===== src/design/html_text_cleaner_core_assert.svh =====
// assertion macros shared by the html text cleaner rtl
// depends on clk_i and rst_ni being in scope where a macro is used
`ifndef HTML_TEXT_CLEANER_CORE_ASSERT_SVH
`define HTML_TEXT_CLEANER_CORE_ASSERT_SVH
`ifndef SYNTHESIS
// property must hold at every clock edge outside reset
`define HTC_ASSERT(name, prop) \
  name: assert property (@(posedge clk_i) disable iff (!rst_ni) (prop)) \
    else $error("htc assertion failed");
// expression must never be true at a clock edge outside reset
`define HTC_ASSERT_NEVER(name, expr) \
  name: assert property (@(posedge clk_i) disable iff (!rst_ni) !(expr)) \
    else $error("htc forbidden condition seen");
`else
`define HTC_ASSERT(name, prop)
`define HTC_ASSERT_NEVER(name, expr)
`endif
`endif


===== src/design/htc_pkg.sv =====
// types, constants and entity tables for the html text cleaner
// no dependencies; imported by every module of the block
`timescale 1ns / 1ps
package htc_pkg;

  localparam int unsigned NUM_ENT      = 7;
  localparam int unsigned MAX_CHARS    = 7;
  localparam int unsigned PREFIX_DEPTH = 4;
  localparam int unsigned QUEUE_DEPTH  = 4;

  typedef logic [7:0] char_t;

  localparam char_t CH_AMP   = 8'h26;
  localparam char_t CH_LT    = 8'h3c;
  localparam char_t CH_GT    = 8'h3e;
  localparam char_t CH_QUOT  = 8'h22;
  localparam char_t CH_APOS  = 8'h27;
  localparam char_t CH_SPACE = 8'h20;
  localparam char_t CH_NONE  = 8'h00;

  localparam logic [NUM_ENT-1:0] ALL_CANDS = '1;

  // register index of max_output_chars
  localparam logic REG_MAX_OUTPUT = 1'b0;

  typedef enum logic [1:0] {
    MODE_TEXT = 2'd0,
    MODE_TAG  = 2'd1,
    MODE_ENT  = 2'd2
  } scan_mode_e;

  // one request from the front to the back: candidate characters in order
  typedef struct packed {
    char_t [MAX_CHARS-1:0] chars;
    logic  [2:0]           cnt;
    logic                  last;
  } job_t;

  typedef struct packed {
    logic empty;
    logic full;
  } qstat_t;

  // entity body length including the semicolon
  function automatic logic [2:0] ent_len(input logic [2:0] e);
    logic [2:0] len;
    unique case (e)
      3'd0:    len = 3'd4;
      3'd1:    len = 3'd3;
      3'd2:    len = 3'd3;
      3'd3:    len = 3'd5;
      3'd4:    len = 3'd4;
      3'd5:    len = 3'd5;
      3'd6:    len = 3'd5;
      default: len = 3'd0;
    endcase
    return len;
  endfunction

  // byte at position pos of the entity body after the ampersand
  function automatic char_t ent_char(input logic [2:0] e, input logic [2:0] pos);
    logic [39:0] word;
    char_t       ch;
    unique case (e)
      3'd0:    word = {"amp;", 8'h00};
      3'd1:    word = {"lt;", 16'h0000};
      3'd2:    word = {"gt;", 16'h0000};
      3'd3:    word = "quot;";
      3'd4:    word = {"#39;", 8'h00};
      3'd5:    word = "apos;";
      3'd6:    word = "nbsp;";
      default: word = '0;
    endcase
    ch = CH_NONE;
    for (int i = 0; i < 5; i++) begin
      if (pos == 3'(i)) begin
        ch = word[8*(4-i) +: 8];
      end
    end
    return ch;
  endfunction

  // decoded value; zero marks the non-breaking space, which acts as whitespace
  function automatic char_t ent_val(input logic [2:0] e);
    char_t v;
    unique case (e)
      3'd0:    v = CH_AMP;
      3'd1:    v = CH_LT;
      3'd2:    v = CH_GT;
      3'd3:    v = CH_QUOT;
      3'd4:    v = CH_APOS;
      3'd5:    v = CH_APOS;
      default: v = CH_NONE;
    endcase
    return v;
  endfunction

  function automatic logic is_space(input char_t b);
    return b == CH_SPACE || b == 8'h09 || b == 8'h0a || b == 8'h0d ||
           b == 8'h0c || b == 8'h0b;
  endfunction

endpackage


===== src/design/htc_front.sv =====
// front end: accepts markup bytes, tracks tag and entity scanning,
// and turns each byte into a request of candidate characters; uses htc_pkg
`timescale 1ns / 1ps
`include "html_text_cleaner_core_assert.svh"
module htc_front (
  input  logic           clk_i,
  input  logic           rst_ni,
  input  logic           in_valid_i,
  output logic           in_ready_o,
  input  logic [7:0]     in_byte_i,
  input  logic           end_of_text_i,
  input  logic           lim_nz_i,
  input  htc_pkg::qstat_t qstat_i,
  output logic           push_o,
  output htc_pkg::job_t  job_o
);
  import htc_pkg::*;

  scan_mode_e            mode_q, mode_d;
  logic [2:0]            plen_q, plen_d;
  logic [NUM_ENT-1:0]    cand_q, cand_d;
  logic                  space_owed_q, space_owed_d;
  logic                  kept_any_q, kept_any_d;
  char_t [PREFIX_DEPTH-1:0] prefix_q;

  logic                  acc;
  logic [NUM_ENT-1:0]    live;
  logic                  hit_any;
  logic [2:0]            hit_idx;
  char_t                 hit_val;
  logic                  pre_wr;
  logic                  text_en;
  logic                  hit_vis;
  logic                  nbsp_space;
  logic                  tb_vis;
  logic                  tb_space;
  char_t                 tb_char;
  char_t                 single_char;
  logic [2:0]            rc;
  logic [2:0]            vis_n;
  logic                  sp;
  logic                  kept_any_mid;
  logic [2:0]            slot;
  logic [2:0]            pidx;

  assign in_ready_o = !qstat_i.full;
  assign acc        = in_valid_i && in_ready_o;

  // entity candidate match against the byte at the current prefix position
  always_comb begin
    live    = '0;
    hit_any = 1'b0;
    hit_idx = '0;
    for (int e = 0; e < NUM_ENT; e++) begin
      if (cand_q[e] && plen_q < ent_len(3'(e)) &&
          ent_char(3'(e), plen_q) == in_byte_i) begin
        if ({1'b0, plen_q} + 4'd1 == {1'b0, ent_len(3'(e))}) begin
          hit_any = 1'b1;
          hit_idx = 3'(e);
        end else begin
          live[e] = 1'b1;
        end
      end
    end
    hit_val = ent_val(hit_idx);
  end

  // next scan state and the request for this byte
  always_comb begin
    mode_d       = mode_q;
    plen_d       = plen_q;
    cand_d       = cand_q;
    space_owed_d = space_owed_q;
    kept_any_d   = kept_any_q;
    pre_wr       = 1'b0;
    rc           = '0;
    text_en      = 1'b0;
    hit_vis      = 1'b0;
    nbsp_space   = 1'b0;
    tb_vis       = 1'b0;
    tb_space     = 1'b0;
    tb_char      = in_byte_i;

    unique case (mode_q)
      MODE_TAG: begin
        if (in_byte_i == CH_GT) begin
          mode_d = MODE_TEXT;
        end
      end
      MODE_ENT: begin
        if (hit_any) begin
          mode_d = MODE_TEXT;
          plen_d = '0;
          cand_d = ALL_CANDS;
          if (hit_val == CH_NONE) begin
            nbsp_space = 1'b1;
          end else begin
            hit_vis = 1'b1;
          end
        end else if (live != '0 && !end_of_text_i && plen_q < 3'(PREFIX_DEPTH)) begin
          pre_wr = 1'b1;
          plen_d = plen_q + 3'd1;
          cand_d = live;
        end else begin
          // mismatch: replay ampersand and prefix, then treat byte as text
          mode_d  = MODE_TEXT;
          rc      = plen_q + 3'd1;
          plen_d  = '0;
          cand_d  = ALL_CANDS;
          text_en = 1'b1;
        end
      end
      default: begin
        mode_d  = MODE_TEXT;
        text_en = 1'b1;
      end
    endcase

    // plain text handling of the byte
    if (text_en) begin
      if (in_byte_i == CH_LT) begin
        mode_d = MODE_TAG;
      end else if (in_byte_i == CH_AMP) begin
        if (end_of_text_i) begin
          tb_vis = 1'b1;
        end else begin
          mode_d = MODE_ENT;
          plen_d = '0;
          cand_d = ALL_CANDS;
        end
      end else if (is_space(in_byte_i)) begin
        tb_space = 1'b1;
      end else begin
        tb_vis = 1'b1;
      end
    end

    vis_n        = rc + {2'b00, hit_vis} + {2'b00, tb_vis};
    sp           = space_owed_q && vis_n != '0;
    kept_any_mid = kept_any_q || (lim_nz_i && rc != '0);
    single_char  = hit_vis ? hit_val : tb_char;

    // whitespace bookkeeping
    if (vis_n != '0) begin
      space_owed_d = 1'b0;
    end
    if (tb_space || nbsp_space) begin
      space_owed_d = kept_any_mid;
    end
    kept_any_d = kept_any_q || (lim_nz_i && vis_n != '0);

    // fragment end returns the scanner to its initial state
    if (end_of_text_i) begin
      mode_d       = MODE_TEXT;
      plen_d       = '0;
      cand_d       = ALL_CANDS;
      space_owed_d = 1'b0;
      kept_any_d   = 1'b0;
    end

    // assemble candidate characters: owed space, replay, single char
    for (int k = 0; k < MAX_CHARS; k++) begin
      slot = 3'(k) - {2'b00, sp};
      pidx = slot - 3'd1;
      if (sp && k == 0) begin
        job_o.chars[k] = CH_SPACE;
      end else if (slot == '0 && rc != '0) begin
        job_o.chars[k] = CH_AMP;
      end else if (slot < rc) begin
        job_o.chars[k] = prefix_q[pidx[1:0]];
      end else begin
        job_o.chars[k] = single_char;
      end
    end
    job_o.cnt  = vis_n + {2'b00, sp};
    job_o.last = end_of_text_i;
    push_o     = acc && (job_o.cnt != '0 || end_of_text_i);
  end

  // scanner state
  always_ff @(posedge clk_i or negedge rst_ni) begin
    if (!rst_ni) begin
      mode_q       <= MODE_TEXT;
      plen_q       <= '0;
      cand_q       <= ALL_CANDS;
      space_owed_q <= 1'b0;
      kept_any_q   <= 1'b0;
    end else if (acc) begin
      mode_q       <= mode_d;
      plen_q       <= plen_d;
      cand_q       <= cand_d;
      space_owed_q <= space_owed_d;
      kept_any_q   <= kept_any_d;
    end
  end

  // entity prefix store
  always_ff @(posedge clk_i) begin
    if (acc && pre_wr) begin
      prefix_q[plen_q[1:0]] <= in_byte_i;
    end
  end

  `HTC_ASSERT_NEVER(prefix_len_range, plen_q > 3'(PREFIX_DEPTH))
  `HTC_ASSERT_NEVER(entity_without_cands, mode_q == MODE_ENT && cand_q == '0)

endmodule


===== src/design/htc_queue.sv =====
// short request queue between the front end and the emitter
// holds htc_pkg::job_t entries in registers; uses htc_pkg
`timescale 1ns / 1ps
`include "html_text_cleaner_core_assert.svh"
module htc_queue (
  input  logic            clk_i,
  input  logic            rst_ni,
  input  logic            push_i,
  input  htc_pkg::job_t   job_i,
  input  logic            pop_i,
  output htc_pkg::job_t   head_o,
  output htc_pkg::qstat_t qstat_o
);
  import htc_pkg::*;

  localparam int unsigned PW = $clog2(QUEUE_DEPTH);
  localparam int unsigned CW = $clog2(QUEUE_DEPTH + 1);

  job_t          entry_q [QUEUE_DEPTH];
  logic [PW-1:0] wr_ptr_q, rd_ptr_q;
  logic [CW-1:0] count_q, count_d;

  assign head_o        = entry_q[rd_ptr_q];
  assign qstat_o.empty = count_q == '0;
  assign qstat_o.full  = count_q == CW'(QUEUE_DEPTH);

  // occupancy
  always_comb begin
    count_d = count_q;
    if (push_i && !pop_i) begin
      count_d = count_q + CW'(1);
    end else if (pop_i && !push_i) begin
      count_d = count_q - CW'(1);
    end
  end

  // pointers and count
  always_ff @(posedge clk_i or negedge rst_ni) begin
    if (!rst_ni) begin
      wr_ptr_q <= '0;
      rd_ptr_q <= '0;
      count_q  <= '0;
    end else begin
      count_q <= count_d;
      if (push_i) begin
        wr_ptr_q <= wr_ptr_q + PW'(1);
      end
      if (pop_i) begin
        rd_ptr_q <= rd_ptr_q + PW'(1);
      end
    end
  end

  // entry storage
  always_ff @(posedge clk_i) begin
    if (push_i) begin
      entry_q[wr_ptr_q] <= job_i;
    end
  end

  `HTC_ASSERT_NEVER(push_when_full, push_i && qstat_o.full)

endmodule


===== src/design/htc_back.sv =====
// emitter: walks queued requests one character per cycle unless stalled,
// applies capacity limit, drives the registered result channel; uses htc_pkg
`timescale 1ns / 1ps
`include "html_text_cleaner_core_assert.svh"
module htc_back #(
  parameter int unsigned COUNT_BITS = 16
) (
  input  logic            clk_i,
  input  logic            rst_ni,
  input  logic [15:0]     cfg_max_i,
  input  htc_pkg::job_t   head_i,
  input  htc_pkg::qstat_t qstat_i,
  output logic            pop_o,
  output logic            out_valid_o,
  input  logic            out_ready_i,
  output logic [7:0]      out_char_o,
  output logic            char_valid_o,
  output logic            run_last_o,
  output logic            text_done_o,
  output logic            text_complete_o
);
  import htc_pkg::*;

  localparam int unsigned LW = ((COUNT_BITS > 16) ? COUNT_BITS : 16) + 1;

  logic [COUNT_BITS-1:0] kept_q, kept_d;
  logic                  all_fit_q, all_fit_d;
  logic [2:0]            idx_q, idx_d;
  logic                  out_valid_q, out_valid_d;
  char_t                 out_char_q, out_char_d;
  logic                  char_valid_q, char_valid_d;
  logic                  run_last_q, run_last_d;
  logic                  text_done_q, text_done_d;
  logic                  text_complete_q, text_complete_d;

  logic [LW-1:0] kept_x, kept_inc, max_x, cap_x, lim_x;
  logic          room, room_next, is_final, hv, can_out, load;
  logic          emit_empty, emit_char, silent, fit_now;
  logic [2:0]    last_idx;

  always_comb begin
    // capacity: smaller of the register and the counter range
    kept_x    = LW'(kept_q);
    kept_inc  = kept_x + LW'(1);
    max_x     = LW'(cfg_max_i);
    cap_x     = LW'({COUNT_BITS{1'b1}});
    lim_x     = (max_x < cap_x) ? max_x : cap_x;
    room      = kept_x < lim_x;
    room_next = kept_inc < lim_x;

    hv         = !qstat_i.empty;
    last_idx   = head_i.cnt - 3'd1;
    is_final   = idx_q == last_idx || !room_next;
    emit_empty = hv && (head_i.cnt == '0 || (!room && head_i.last));
    emit_char  = hv && head_i.cnt != '0 && room;
    silent     = hv && head_i.cnt != '0 && !room && !head_i.last;
    can_out    = !out_valid_q || out_ready_i;
    fit_now    = all_fit_q && !(is_final && idx_q != last_idx);

    kept_d          = kept_q;
    all_fit_d       = all_fit_q;
    idx_d           = idx_q;
    pop_o           = 1'b0;
    load            = 1'b0;
    out_valid_d     = out_valid_q && !out_ready_i;
    out_char_d      = out_char_q;
    char_valid_d    = char_valid_q;
    run_last_d      = run_last_q;
    text_done_d     = text_done_q;
    text_complete_d = text_complete_q;

    if (emit_empty && can_out) begin
      // fragment end with nothing kept for this byte
      pop_o           = 1'b1;
      load            = 1'b1;
      out_char_d      = CH_NONE;
      char_valid_d    = 1'b0;
      run_last_d      = 1'b1;
      text_done_d     = 1'b1;
      text_complete_d = all_fit_q && head_i.cnt == '0;
      kept_d          = '0;
      all_fit_d       = 1'b1;
      idx_d           = '0;
    end else if (emit_char && can_out) begin
      // kept character; the rest of the request drops once room runs out
      load            = 1'b1;
      out_char_d      = head_i.chars[idx_q];
      char_valid_d    = 1'b1;
      run_last_d      = is_final;
      text_done_d     = is_final && head_i.last;
      text_complete_d = is_final && head_i.last && fit_now;
      if (is_final) begin
        pop_o = 1'b1;
        idx_d = '0;
        if (head_i.last) begin
          kept_d    = '0;
          all_fit_d = 1'b1;
        end else begin
          kept_d    = kept_q + COUNT_BITS'(1);
          all_fit_d = fit_now;
        end
      end else begin
        idx_d  = idx_q + 3'd1;
        kept_d = kept_q + COUNT_BITS'(1);
      end
    end else if (silent) begin
      // buffer already full: drop the whole request
      pop_o     = 1'b1;
      all_fit_d = 1'b0;
    end
    if (load) begin
      out_valid_d = 1'b1;
    end
  end

  // control state
  always_ff @(posedge clk_i or negedge rst_ni) begin
    if (!rst_ni) begin
      kept_q      <= '0;
      all_fit_q   <= 1'b1;
      idx_q       <= '0;
      out_valid_q <= 1'b0;
    end else begin
      kept_q      <= kept_d;
      all_fit_q   <= all_fit_d;
      idx_q       <= idx_d;
      out_valid_q <= out_valid_d;
    end
  end

  // result payload register
  always_ff @(posedge clk_i) begin
    out_char_q      <= out_char_d;
    char_valid_q    <= char_valid_d;
    run_last_q      <= run_last_d;
    text_done_q     <= text_done_d;
    text_complete_q <= text_complete_d;
  end

  assign out_valid_o     = out_valid_q;
  assign out_char_o      = out_char_q;
  assign char_valid_o    = char_valid_q;
  assign run_last_o      = run_last_q;
  assign text_done_o     = text_done_q;
  assign text_complete_o = text_complete_q;

  `HTC_ASSERT_NEVER(done_without_last, out_valid_q && text_done_q && !run_last_q)
  `HTC_ASSERT_NEVER(complete_without_done, out_valid_q && text_complete_q && !text_done_q)
  `HTC_ASSERT(empty_result_ends_text, (out_valid_q && !char_valid_q) |-> text_done_q)

endmodule


===== src/design/html_text_cleaner_core.sv =====
// top level of the html text cleaner: register port, front end, queue, emitter
// depends on htc_pkg, htc_front, htc_queue and htc_back
`timescale 1ns / 1ps
// Usage
//   Markup bytes enter on the in_ channel (valid/ready) with end_of_text_i on
//   the final byte of a fragment. Cleaned characters leave on the out_
//   channel, at most one character per result, with run_last_o on the last
//   result of each byte and text_done_o / text_complete_o on the final one.
//   max_output_chars sits at byte address 0 of the APB port (reset 255).
// Timing
//   The front end takes one byte per cycle while its four-entry queue has
//   room. The emitter sends one result per cycle while out_ready_i allows;
//   a byte can cause up to 7 results (for a replayed entity prefix), and
//   bytes with no result do not occupy the emitter unless they are dropped
//   for capacity. With the queue empty and the result register free, the
//   first result of a byte is loaded at the edge after the one that
//   accepted it.
// Reset and stalls
//   Reset returns to plain text mode with an empty queue, no owed space and
//   capacity 255. When the receiver holds out_ready_i low the result
//   register holds, the queue fills and in_ready_o falls once it is full.
module html_text_cleaner_core #(
  parameter int unsigned COUNT_BITS = 16
) (
  input  logic        clk_i,
  input  logic        rst_ni,
  input  logic        in_valid_i,
  output logic        in_ready_o,
  input  logic [7:0]  in_byte_i,
  input  logic        end_of_text_i,
  output logic        out_valid_o,
  input  logic        out_ready_i,
  output logic [7:0]  out_char_o,
  output logic        char_valid_o,
  output logic        run_last_o,
  output logic        text_done_o,
  output logic        text_complete_o,
  input  logic        psel,
  input  logic        penable,
  input  logic        pwrite,
  input  logic [2:0]  paddr,
  input  logic [31:0] pwdata,
  output logic [31:0] prdata,
  output logic        pready
);
  import htc_pkg::*;

  logic [15:0] cfg_max_q;
  logic        cfg_wr;
  logic        push;
  logic        pop;
  job_t        job_in;
  job_t        job_head;
  qstat_t      qstat;

  // configuration register
  assign pready = 1'b1;
  assign cfg_wr = psel && penable && pwrite && pready && paddr[2] == REG_MAX_OUTPUT;

  always_ff @(posedge clk_i or negedge rst_ni) begin
    if (!rst_ni) begin
      cfg_max_q <= 16'd255;
    end else if (cfg_wr) begin
      cfg_max_q <= pwdata[15:0];
    end
  end

  always_comb begin
    prdata = '0;
    if (paddr[2] == REG_MAX_OUTPUT) begin
      prdata = {16'h0000, cfg_max_q};
    end
  end

  // byte scanner
  htc_front u_front (
    .clk_i         (clk_i),
    .rst_ni        (rst_ni),
    .in_valid_i    (in_valid_i),
    .in_ready_o    (in_ready_o),
    .in_byte_i     (in_byte_i),
    .end_of_text_i (end_of_text_i),
    .lim_nz_i      (cfg_max_q != 16'd0),
    .qstat_i       (qstat),
    .push_o        (push),
    .job_o         (job_in)
  );

  // request queue
  htc_queue u_queue (
    .clk_i   (clk_i),
    .rst_ni  (rst_ni),
    .push_i  (push),
    .job_i   (job_in),
    .pop_i   (pop),
    .head_o  (job_head),
    .qstat_o (qstat)
  );

  // character emitter
  htc_back #(
    .COUNT_BITS (COUNT_BITS)
  ) u_back (
    .clk_i           (clk_i),
    .rst_ni          (rst_ni),
    .cfg_max_i       (cfg_max_q),
    .head_i          (job_head),
    .qstat_i         (qstat),
    .pop_o           (pop),
    .out_valid_o     (out_valid_o),
    .out_ready_i     (out_ready_i),
    .out_char_o      (out_char_o),
    .char_valid_o    (char_valid_o),
    .run_last_o      (run_last_o),
    .text_done_o     (text_done_o),
    .text_complete_o (text_complete_o)
  );

endmodule

===== config.mk =====
export PLATFORM = sky130hd
export DESIGN_NAME = html_text_cleaner_core
export DESIGN_NICKNAME = d
export VERILOG_FILES = /design/src/design/htc_pkg.sv /design/src/design/htc_front.sv /design/src/design/htc_queue.sv /design/src/design/htc_back.sv /design/src/design/html_text_cleaner_core.sv
export VERILOG_INCLUDE_DIRS = /design/src /design/src/design
export SDC_FILE = /design/constraint.sdc
export NUM_CORES = 1
export LEC_CHECK = 0
export BUFFER_PORTS_ARGS = -buffer_cell sky130_fd_sc_hd__clkbuf_2
export CAP_MARGIN = 20
export CORE_MARGIN = 5
export CORE_UTILIZATION = 56
export CTS_CLUSTER_DIAMETER = 150
export CTS_CLUSTER_SIZE = 20
export DETAILED_ROUTE_END_ITERATION = 7
export HOLD_SLACK_MARGIN = 0.02
export PLACE_DENSITY_LB_ADDON = 0.15
export SLEW_MARGIN = 20
export SYNTH_ARGS = -nofsm -noshare
export SYNTH_HDL_FRONTEND = slang
export SYNTH_SLANG_ARGS = --single-unit

===== constraint.sdc =====
create_clock -name clk_i -period 6.1 [get_ports clk_i]
set_input_delay 0 -clock clk_i [delete_from_list [all_inputs] [get_ports clk_i]]
set_output_delay 0 -clock clk_i [all_outputs]
set_load 0.02 [all_outputs]

======== Word-level counts from Yosys, hierarchy flattened ========
Memory sizes are Yosys's and may differ from the RTL's.
Index checks and enable logic that the tools add are counted.
word-level totals
  memories ................................ 1
  logic and storage cells ................. 403
  flip-flop bits (word level) ............. 102
  output and inout port bits .............. 47
  memory bits (writable) .................. 240
operators by class
  equality and inequality tests ........... 38
  add/sub/neg operators ................... 27
  muxes and demuxes ....................... 194
  bitwise logic cells ..................... 1
  reductions and logical operators ........ 97
  order comparisons ....................... 23
memories
  memory           words  bits a word  rd ports  clocked after Yosys merged registers in  write ports  RTL line         source
  u_queue.entry_q  4      60           1         0                                        1            htc_queue.sv:19  job_t entry_q [QUEUE_DEPTH];
operators with widths
  operator                                                                       number
  8-bit 2-to-1 mux                                                               33
  7-bit 2-to-1 mux                                                               28
  8-bit binary-select mux with 2-bit select                                      7
  3-bit 2-to-1 mux                                                               33
  16-bit 2-to-1 mux                                                              6
  1-bit 2-to-1 mux                                                               69
  1-bit logical AND                                                              49
  8-bit by 4-bit == test with 1-bit output (second input constant)               5
  3-bit zero test                                                                11
  32-bit bitwise mux                                                             1
  7-bit by 8-bit == test with 1-bit output                                       4
  8-bit by 6-bit == test with 1-bit output (second input constant)               4
  6-bit 2-to-1 mux                                                               5
  6-bit one-hot mux with 5 select lines                                          1
  4-bit by 3-bit == test with 1-bit output                                       7
  8-bit binary-select mux with 3-bit select                                      1
  2-bit by 3-bit less-than comparator with 1-bit output (second input constant)  8
  3-bit less-than comparator                                                     7
  3-bit nonzero test                                                             6
  16-bit by 1-bit adder with 17-bit output (second input constant)               1
  16-bit by 17-bit less-than comparator with 1-bit output                        1
  17-bit less-than comparator                                                    1
  16-bit by 1-bit adder with 16-bit output (second input constant)               1
  8-bit demux with 2-bit select                                                  1
  37 further kinds                                                               90

======== Logic depth before layout (Yosys ltp) ========
Gate-level depths: netlist of run 1.
  word-level depth ........................ 41
  depth in mapped cells ................... 29
  gate-level depth less buffers ........... 23

======== Modules after synthesis ========
Synthesis of run 1 repeated with hierarchy kept, for this count alone.
unflattened totals
  cell total of the unflattened synthesis .. 1297
  area total of the unflattened synthesis .. 17890.9 um^2
modules (own cells, without submodules)
  module                  area each (um^2)  times used  cells an instance
  htc_queue               9121.2            1           348
  htc_front               4865.9            1           542
  htc_back                2962.8            1           332
  html_text_cleaner_core  940.9             1           75

======== Worst setup path before layout of run 1 ========
OpenSTA, ideal clock, no wires.
  path type ............................... register -> register
  start point ............................. register u_front.plen_q[0]
  end point ............................... memory u_queue.entry_q[0][0] (netlist name), enable pin
  period minus slack after synthesis ...... 6.580 ns
  stages on the path, launching flop included .. 20
  path buffers ............................ 2
  data arrival time ....................... 6.156 ns
  library setup time ...................... 0.424 ns
  slack ................................... -0.480 ns
  cell sequence ........................... dfrtp_1 > buf_2 > buf_4 > inv_2 > ha_1 > nor3b_4 > xnor2_1 > nand3_1 > or4_4 > a311o_1 > nand3_1 > nor2_1 > o221a_2 > fa_1 > ha_1 > ha_1 > xnor2_1 > xnor2_1 > o41a_4 > and2_1
RTL lines
  element                   RTL line          source
  start: declaration        htc_front.sv:20   logic [2:0] plen_q, plen_d;
  start signal: assignment  htc_front.sv:190  plen_q <= plen_d;
  end: declaration          htc_queue.sv:19

==> flow_metrics.env, run 1 <==
export IMPL_slew_headroom_pct=34.1
export IMPL_fmax_mhz=169
export IMPL_drive_gt1_share_pct=23.1
export IMPL_clockBufferDepth=3
export IMPL_first_iter_violations=750
export IMPL_outcome="finished, final reports clean"
export IMPL_dr_pass1_iters=5
export IMPL_grt_pass1_vias=10245
export IMPL_synth_area_sq_um=17100
export IMPL_synthSimpleGateAreaFrac_pct=7.68
export IMPL_p_leak_nw=7.01
export IMPL_grt_pass1_wl_microns=59800
export IMPL_viasPerCell=6.08
export IMPL_grt_setup_unrepaired="true"
export IMPL_synthXorXnorAreaFrac_pct=2.36
export IMPL_initial_core_util_pct=56.3
export IMPL_grt_util_all_layers_pct=22.6
export IMPL_utilization_pct=62.9
export IMPL_diodes=0
export IMPL_grt_met1_usage_pct=33.0
export IMPL_ir_drop_uv=232
export IMPL_async_reset_ff_share_pct=17.0
export IMPL_dp_hpwl_microns=25600
export IMPL_cts_tree="yes"
export IMPL_gp_congestion=0.840
export IMPL_synth_area_mux_share_pct=16.2
export IMPL_crit_fanout=18
export IMPL_hold_viol=0
export IMPL_ioPinCount=98
export IMPL_timing_hold_ws_ps=63.7
export IMPL_fin_skew_ps=21.3
export IMPL_power_density_nw_per_um2=367
export IMPL_total_power_mw=7.01
export IMPL_met2_usage_pct=36.8
export IMPL_synth_adder_area_share_pct=4.04
export IMPL_finalMaxSlewViolations=0
export IMPL_antenna_found_initial=0
export IMPL_insertion_delay_ps=540
export IMPL_gr_max_usage_layer="met2"
export IMPL_synth_edf_count=273
export IMPL_die_y_microns=185
export IMPL_cts_buffers=21
export IMPL_layout_commonest_cell="edfxtp_1"
export IMPL_grt_max_degree=59
export IMPL_synthCells=1200
export IMPL_synth_top_family_by_area="multiplexers"
export IMPL_num_rows=64
export IMPL_cts_sinks=342
export IMPL_core_sq_um=30300
export IMPL_setup_violations=0
export IMPL_synth_compound_area_share_pct=7.99
export IMPL_grt_use_met3_pct=2.78
export IMPL_cp_end_kind="flip-flop"
export IMPL_areaGrowthSynthToFinish_pct=11.6
export IMPL_placedCellCount=1642
export IMPL_setup_tns_ps=0
export IMPL_seq_area_frac_synth_pct=57.9
export IMPL_cts_htree_levels=1
export IMPL_die_area_sq_um=34100
export IMPL_overflow=0
export IMPL_period_share_pct=96.7
export IMPL_ys_ff_latch=342
export IMPL_cp_required_ps=6510
export IMPL_min_period_ps=5900
export IMPL_clk_pin_slew_worst_paths_ps=90
export IMPL_maxCapViolations=0
export IMPL_cts_root_buf="clkbuf_16"
export IMPL_fillCellCount=2296
export IMPL_most_common_layout_cells="edfxtp_1 (273), mux2i_1 (95), nor2_1 (71)"
export IMPL_cp_start_kind="flip-flop"
export IMPL_tightestPinTransition_ps=978
export IMPL_die_w_microns=185
export IMPL_ys_warn_count=0
export IMPL_vias=10412
export IMPL_detail_route_antenna_nets=0
export IMPL_wl_per_cell_microns=22.4
export IMPL_crit_arrival_ps=6310
export IMPL_postRouteWirelength_microns=38300
export IMPL_synth_flop_cell="edfxtp_1"
export IMPL_hp_class="input pin to flip-flop"
export IMPL_final_cells=1712
export IMPL_drc=0
export IMPL_yosysUniqueCellTypes=94
export IMPL_avgSynthCellArea_sq_um=14.2
export IMPL_fin_nets=1406
export IMPL_port_buffers=62
export IMPL_criticalPathCategory="flip-flop to flip-flop"
==> critical path, stage by stage, from the launching register on <==
cell and delay (ps):
dfrtp_1 400, buf_8 190, inv_1 100, ha_1 280
nor2b_1 200, a211oi_1 340, xnor2_1 110, or4_4 460
a311o_1 390, nand3_4 100, nor2_1 50, o221a_2 300
fa_2 410, ha_4 240, or3_4 370, a31oi_4 230
nor3_2 110, o41a_4 510, ha_1 250, inv_1 70
fa_1 400, mux2_2 260
==> final timing paths <==
path                                      startpoint                    to  slack, ps  cells after the start
max in group asynchronous                     rst_ni   u_queue.rd_ptr_q[0]       5310                      3
worst max register to register     u_front.plen_q[1]    u_queue.count_q[1]        200                     21
min in group asynchronous                     rst_ni         cfg_max_q[15]        160                      3
worst min-delay path                    in_byte_i[1]   u_front.prefix_q[1]         60                      1
worst max-delay path               u_front.plen_q[1]    u_queue.count_q[1]        200                     21
worst min register to register  u_back.out_char_o[2]  u_back.out_char_o[2]        460                      2
==> metrics by stage <==
stage,setup slack (ps),area (sq um)
after detailed placement,-11.7,18100
after floorplan,90.6,17200
after global placement,63.1,18100
final,200,19100
after CTS,62.7,18900
after global routing,-37.5,19100
==> report_power, final <==
group	total [mW]	internal (mW)	switching [mW]
registers	3.23	3.01	0.218
clock network	1.41	0.664	0.751
logic	2.36	1.06	1.30
total	7.01	4.74	2.27
==> routing by layer <==
layer	part of all wire, %	routed length (microns)
met1	44	16900
met2	49	18600
met3	5.1	1940
met4	2.2	839
met5	0	0
==> flip-flops by register name, indices dropped and copies added, names as in the netlist, 2 cells and up <==
| signal | flops |
|---|---|
| u_front.plen_q | 3 |
| u_back.out_char_o | 8 |
| u_queue.entry_q | 240 |
| u_back.idx_q | 3 |
| cfg_max_q | 16 |
| u_back.kept_q | 16 |
| u_front.cand_q | 7 |
| u_queue.count_q | 3 |
| u_front.prefix_q | 32 |
| u_queue.wr_ptr_q | 2 |
| u_queue.rd_ptr_q | 2 |
| u_front.mode_q | 2 |
==> cell usage after synthesis (all sizes together) (16+ instances only) <==
cell type / count / area [sq um]
a21oi: 30 / 150
a31oi: 19 / 149
buf: 46 / 328
clkbuf: 34 / 129
dfrtp: 42 / 1050
dfstp: 16 / 420
edfxtp: 273 / 8200
ha: 52 / 651
inv: 51 / 191
mux2: 21 / 240
mux2i: 100 / 1000
mux4: 68 / 1530
nand2: 45 / 171
nor2: 73 / 274
o21ai: 39 / 203
xnor2: 28 / 245
xor2: 18 / 158
==> logic make-up after synthesis <==
logic type      after synthesis
fa+ha+maj                    54
buf+inv                     131
xor+xnor                     46
other cells                   2
simple gates                243
flops                       342
compound gates              193
mux                         189
==> final cells by class <==
| cell class | instances | area (sq um) | area share, % |
|---|---|---|---|
| Multi-Input combinational cell | 742 | 6770 | 35.5 |
| Tap cell | 396 | 495 | 2.60 |
| Clock buffer | 36 | 582 | 3.05 |
| Clock inverter | 2 | 28.8 | 0.151 |
| Timing Repair Buffer | 143 | 1110 | 5.84 |
| Inverter | 51 | 194 | 1.02 |
| Sequential cell | 342 | 9890 | 51.9 |
==> what timing repair did <==
item                       4_1_cts  5_1_grt
hold buffers                    27        0
gates resized for setup          1       27
setup endpoints to repair       16      189
gates cloned                     0        1
buffers inserted                 0        4
hold endpoints to repair        91        0
pin swaps                        0        7
Note: power is estimated with default switching activity, not from simulation.
==> run 2, diff against run 1 <==
- clock period: 6.1 -> 5.3 ns (I/O delays scaled with it)
==> run 2 against run 1 <==
The flow now finishes with violations (setup timing). Worst hold slack better by 74 ps. Sequential power is 14% higher. Wire length is 8.2% higher. Via count is 5.9% higher. Maximum frequency is 7.6% higher. Combinational power is 27% higher. Die area stayed put. Sequential share of layout area is 4.3 points lower. Power is 18% higher. Clock power is 15% higher. Sequential cell count stayed put.
==> flow_metrics.env, run 2 (same netlist as run 1, synthesis figures left out) <==
export IMPL_outcome="finished with violations"
export IMPL_violations="setup timing"
export IMPL_worst_slack_ps=-185
export IMPL_grt_setup_unrepaired="true"
export IMPL_cts_tree="yes"
export IMPL_layout_commonest_cell="edfxtp_1"
export IMPL_hold_viol=0
export IMPL_dpl_instance_area_sq_um=19000
export IMPL_cts_htree_levels=1
export IMPL_hp_class="input pin to flip-flop"
export IMPL_initial_core_util_pct=56.3
export IMPL_ioPinCount=98
export IMPL_die_y_microns=185
export IMPL_timing_hold_ws_ps=137
export IMPL_ir_drop_uv=308
export IMPL_grt_pass1_vias=11047
export IMPL_cts_sinks=342
export IMPL_tightestPinTransition_ps=1360
export IMPL_core_sq_um=30300
export IMPL_top_register="u_queue.entry_q"
export IMPL_slowest_stage="a2111o_1"
export IMPL_areaGrowthSynthToFinish_pct=21.7
export IMPL_slew_headroom_pct=9.47
export IMPL_final_cells=1825
export IMPL_grt_max_degree=59
export IMPL_cp_required_ps=5590
export IMPL_largest_register_ffs=240
export IMPL_grt_util_all_layers_pct=23.7
export IMPL_postRouteWirelength_microns=41400
export IMPL_die_w_microns=185
export IMPL_die_area_sq_um=34100
export IMPL_worst_path_largest_cell_delay_ps=400
export IMPL_criticalPathCategory="flip-flop to flip-flop"
export IMPL_cp_start_kind="flip-flop"
export IMPL_most_common_layout_cells="edfxtp_1 (273), buf_4 (120), mux4_2 (68)"
export IMPL_dp_hpwl_microns=28300
export IMPL_insertion_delay_ps=530
export IMPL_antenna_found_initial=0
export IMPL_power_density_nw_per_um2=399
export IMPL_num_rows=64
export IMPL_first_iter_violations=817
export IMPL_fmax_mhz=182
export IMPL_finalMaxSlewViolations=0
export IMPL_cp_end_kind="flip-flop"
export IMPL_rrSetupSlack_ps=-180
export IMPL_overflow=0
export IMPL_clockBufferDepth=3
export IMPL_placedCellCount=1737
export IMPL_port_buffers=62
export IMPL_crit_fanout=6
export IMPL_cts_buffers=21
export IMPL_final_area_sq_um=20800
export IMPL_grt_pass1_wl_microns=63000
export IMPL_diodes=0
export IMPL_period_share_pct=103
export IMPL_vias=11031
export IMPL_fin_nets=1519
export IMPL_clk_pin_slew_worst_paths_ps=90
export IMPL_wl_per_cell_microns=22.7
export IMPL_setup_violations=114
export IMPL_maxCapViolations=0
export IMPL_drive_gt1_share_pct=33.4
export IMPL_cts_root_buf="clkbuf_16"
export IMPL_drc=0
export IMPL_p_leak_nw=7.66
export IMPL_viasPerCell=6.04
export IMPL_fin_skew_ps=24.3
export IMPL_gp_congestion=0.885
export IMPL_min_period_ps=5480
export IMPL_critPathMostFrequentCell="buf_4"
export IMPL_dr_pass1_iters=5
export IMPL_crit_arrival_ps=5770
export IMPL_detail_route_antenna_nets=0
## run 2: changes by cell type in the layout (fill, tap and decap cells not counted), moves of 5 or more
cell       change
buf_12        +12
and2_4         +5
ha_1           -5
mux2i_4       +16
buf_4         +79
clkbuf_16      +6
buf_6         +15
mux2i_1       -34
mux2i_2       +18
nor2_1         -5
## run 2: final cells by class
cell class / instances / area [sq um]
fillers: 2083 / 9560
well taps: 396 / 495
repair buffers: 256 / 2300
inverters: 51 / 194
clock buffers: 36 / 582
clock inverters: 2 / 28.8
flip-flops and latches: 342 / 9890
multi-input cells: 742 / 7290
## run 2: per-stage QoR
step | power, mW | utilization (%) | setup TNS [ps] | setup slack, ps
floorplan | 5.67 | - | -33330 | -440
global placement | 6.61 | 62.5 | -15780 | -214
CTS | 8.33 | 66.4 | -6470 | -139
global route | 8.77 | 68.5 | -76880 | -393
finish | 8.30 | 68.5 | -9370 | -185
detailed placement | 6.68 | 62.5 | -42480 | -344
## run 2: repair_timing
item,CTS,global route
gates resized for setup,59,65
hold endpoints to repair,93,0
buffers inserted,1,21
endpoints found under the setup margin,458,467
gates cloned,0,7
pin swaps,7,18
hold buffers,27,0
## run 2: path summary, 6_finish.rpt
path / from / endpoint / depth (start not counted)
worst max-delay path: u_front.plen_q[1] / u_queue.entry_q[0][10] / 26
worst max register to register: u_front.plen_q[1] / u_queue.entry_q[0][10] / 26
worst min-delay path: in_byte_i[3] / u_front.prefix_q[3] / 2
max in group asynchronous: rst_ni / u_queue.rd_ptr_q[0] / 3
min in group asynchronous: rst_ni / u_back.kept_q[7] / 3
worst min register to register: u_back.out_char_o[7] / u_back.out_char_o[7] / 2
## run 2: routing by layer
metal	vias to the layer above	share of wire, %	wire length [microns]	global-route usage (%)
met2	391	50	20600	40.2
met3	66	5.8	2410	2.45
li1	5011	-	-	-
met4	0	2.1	887	5.17
met5	-	0	0	0
met1	5563	42	17500	33.8
## run 2: worst max-delay path: cells and delay by family (launching register included)
family          cells  cell delay, ps
compound gates      7            1640
fa+ha+maj           4            1120
flops               1             370
buf+inv             5             780
simple gates       10            1310
## run 2: report_power, final
part | switching [mW] | total [mW] | internal, mW | leakage [nW]
logic | 1.58 | 2.99 | 1.41 | 4.08
registers | 0.221 | 3.69 | 3.47 | 3.29
clock network | 0.860 | 1.62 | 0.763 | 0.291
total | 2.66 | 8.30 | 5.64 | 7.66
==> run 3, diff against run 2 <==
- SYNTH_HIERARCHICAL: not set -> 1
==> run 3 against run 2 <==
The run still ends with setup timing left. First-iteration DRC count rose by 30%. Register-to-register slack worse by 560 ps. Sequential power barely moved. Via count is 12% higher. Power up 5.6%. Critical path depth rose by 1. Die area increased by 4.4%. Critical endpoint is now u_queue/count_q[1]. Highest routed layer unchanged.
==> flow_metrics.env, run 3 <==
export IMPL_outcome="finished with violations"
export IMPL_violations="setup timing"
export IMPL_yosysTopAreaCellShare_pct=45.8
export IMPL_post_place_ws_ps=-739
export IMPL_layout_commonest_cell="edfxtp_1"
export IMPL_largest_register_ffs=240
export IMPL_cts_root_buf="clkbuf_16"
export IMPL_final_area_sq_um=22400
export IMPL_fmax_mhz=166
export IMPL_setup_tns_ps=-232700
export IMPL_cp_end_kind="flip-flop"
export IMPL_period_share_pct=114
export IMPL_clockBufferDepth=3
export IMPL_final_cells=1986
export IMPL_die_area_sq_um=35600
export IMPL_drc=0
export IMPL_gp_congestion=0.938
export IMPL_ys_top_cells_by_count="edfxtp_1 (273), mux2i_1 (78), nand2_1 (72), mux4_2 (66), a21oi_1 (55)"
export IMPL_worstHoldEndpoint="u_front/prefix_q[4]"
export IMPL_tightestPinTransition_ps=1170
export IMPL_multi_input_area_sq_um=8210
export IMPL_seq_area_frac_synth_pct=55.3
export IMPL_fin_skew_ps=30.8
export IMPL_synthCells=1297
export IMPL_ys_ff_latch=342
export IMPL_yosysUniqueCellTypes=114
export IMPL_slew_headroom_pct=21.4
export IMPL_initial_core_util_pct=56.7
export IMPL_setup_violations=465
export IMPL_num_rows=65
export IMPL_hp_class="input pin to flip-flop"
export IMPL_hold_depth=1
export IMPL_cp_start_kind="flip-flop"
export IMPL_hold_viol=0
export IMPL_core_sq_um=31600
export IMPL_fillCellCount=2081
export IMPL_overflow=0
export IMPL_cts_sinks=342
export IMPL_insertion_delay_ps=540
export IMPL_yosysTopAreaCell="edfxtp_1"
export IMPL_r2r_start="u_front/plen_q[1]"
export IMPL_most_common_layout_cells="edfxtp_1 (273), buf_4 (160), nand2_1 (72)"
export IMPL_die_w_microns=189
export IMPL_reg2regPathDepth=27
export IMPL_avgSynthCellArea_sq_um=13.8
export IMPL_synth_edf_count=273
export IMPL_vias=12393
export IMPL_port_buffers=62
export IMPL_grt_setup_unrepaired="true"
export IMPL_dpl_instance_area_sq_um=20000
export IMPL_antenna_found_initial=0
export IMPL_min_from="in_byte_i[4]"
export IMPL_synth_area_sq_um=17900
export IMPL_diodes=0
export IMPL_layout_area_seq_sq_um=9900
export IMPL_synth_flop_cell="edfxtp_1"
export IMPL_power_density_nw_per_um2=391
export IMPL_drive_gt1_share_pct=36.3
export IMPL_grt_max_degree=59
export IMPL_crit_fanout=8
export IMPL_detail_route_antenna_nets=0
export IMPL_cts_buffers=21
export IMPL_wl_per_cell_microns=25.0
export IMPL_worst_slack_ps=-741
export IMPL_cts_tree="yes"
export IMPL_ir_drop_uv=231
export IMPL_die_y_microns=189
export IMPL_placedCellCount=1866
export IMPL_p_leak_nw=8.46
export IMPL_areaGrowthSynthToFinish_pct=25.4
export IMPL_clk_pin_slew_worst_paths_ps=100
export IMPL_crit_arrival_ps=6460
export IMPL_first_iter_violations=1066
export IMPL_grt_util_all_layers_pct=25.0
export IMPL_cp_required_ps=5720
export IMPL_top_register="u_queue/entry_q"
export IMPL_synth_most_common_cell="edfxtp_1"
export IMPL_fin_nets=1671
export IMPL_synth_top_cells_by_area="edfxtp_1 (46%), mux4_2 (8.3%), dfrtp_1 (5.9%)"
export IMPL_viasPerCell=6.24
export IMPL_grt_pass1_vias=12029
export IMPL_cts_htree_levels=1
export IMPL_dp_hpwl_microns=31700
export IMPL_async_reset_ff_share_pct=17.0
export IMPL_maxCapViolations=0
export IMPL_grt_pass1_wl_microns=69500
export IMPL_ioPinCount=98
export IMPL_startpoint="u_front/plen_q[1]"
export IMPL_rrSetupSlack_ps=-740
export IMPL_dr_pass1_iters=7
export IMPL_criticalPathCategory="flip-flop to flip-flop"
export IMPL_finalMaxSlewViolations=0
export IMPL_postRouteWirelength_microns=49600
export IMPL_reg2reg_to="u_queue/count_q[1]"
export IMPL_ys_warn_count=6
export IMPL_min_period_ps=6040
-- run 3: cell type report --
cell class,count,share of cell area (%)
multi-input cells,831,36.6
repair buffers,318,13.4
clock inverters,2,0.128
well taps,402,2.24
inverters,55,0.998
clock buffers,36,2.59
flip-flops and latches,342,44.1
-- run 3: worst max-delay path by stage --
stage                                  to  slack (ps)  cells after the start
global placement       u_queue/count_q[1]        -610                     26
CTS                    u_queue/count_q[1]        -670                     26
detailed placement  u_queue/entry_q[0][8]        -740                     26
floorplan              u_queue/count_q[1]       -1330                     27
finish                 u_queue/count_q[1]        -740                     27
global route           u_queue/count_q[1]        -920                     28
-- run 3: per-stage QoR --
step	hold slack [ps]	util [%]	total power [mW]
after floorplan	-296	-	5.90
after global placement	215	63.5	6.76
after detailed placement	226	63.5	6.84
after CTS	25.6	66.7	8.48
after global routing	51.6	71.1	9.20
final	44.8	71.1	8.77
-- run 3: power breakdown --
group | total, mW | switching, mW | internal (mW) | leakage, nW
Combinational | 3.44 | 1.83 | 1.61 | 4.88
Sequential | 3.68 | 0.220 | 3.46 | 3.28
Clock | 1.64 | 0.878 | 0.764 | 0.291
Total | 8.77 | 2.93 | 5.84 | 8.46
-- run 3: what timing repair did --
item / CTS / global route
pin swaps: 6 / 17
gates resized for setup: 28 / 137
setup endpoints to repair: 449 / 470
endpoints found under the hold margin: 82 / 0
setup buffers: 1 / 37
cloned: 0 / 22
hold buffers: 25 / 0
-- run 3: logic make-up after synthesis --
| group | Yosys count | share of synthesized area (%) |
|---|---|---|
| DFF | 342 | 55.3 |
| and+or+nand+nor | 312 | 9.85 |
| AOI/OAI and AO/OA | 231 | 9.42 |
| muxes | 174 | 15.0 |
| buffers and inverters | 143 | 4.59 |
| adders and majority gates | 52 | 3.71 |
| xor gates and xnor gates | 41 | 2.15 |
| other | 2 | 0.0420 |
-- run 3: metal layers --
layer / track usage [%] / share of wire [%] / wire [microns] / vias up
met5: 0 / 0 / 0 / -
met4: 7.20 / 3.1 / 1530 / 0
met3: 3.19 / 6.6 / 3300 / 100
met2: 42.3 / 50 / 25000 / 534
met1: 34.4 / 40 / 19800 / 6207
li1: - / - / - / 5552
-- run 3: worst max-delay path: stages, from the launching register on --
cell and delay [ps]:
dfrtp_2 460, ha_4 180, ha_4 190, clkbuf_4 190
or4b_4 550, o32a_1 190, o31ai_1 70, nand4_1 260
a21oi_1 230, buf_4 150, o31a_4 150, o22ai_4 70
o21ai_2 80, nor3_2 70, fa_2 370, ha_4 230
or2_4 260, nor2_4 160, o311ai_4 130, o41ai_4 110
nor2_4 80, ha_4 180, ha_4 210, o41a_1 430
ha_2 190, inv_2 50, fa_1 390, mux2_4 270
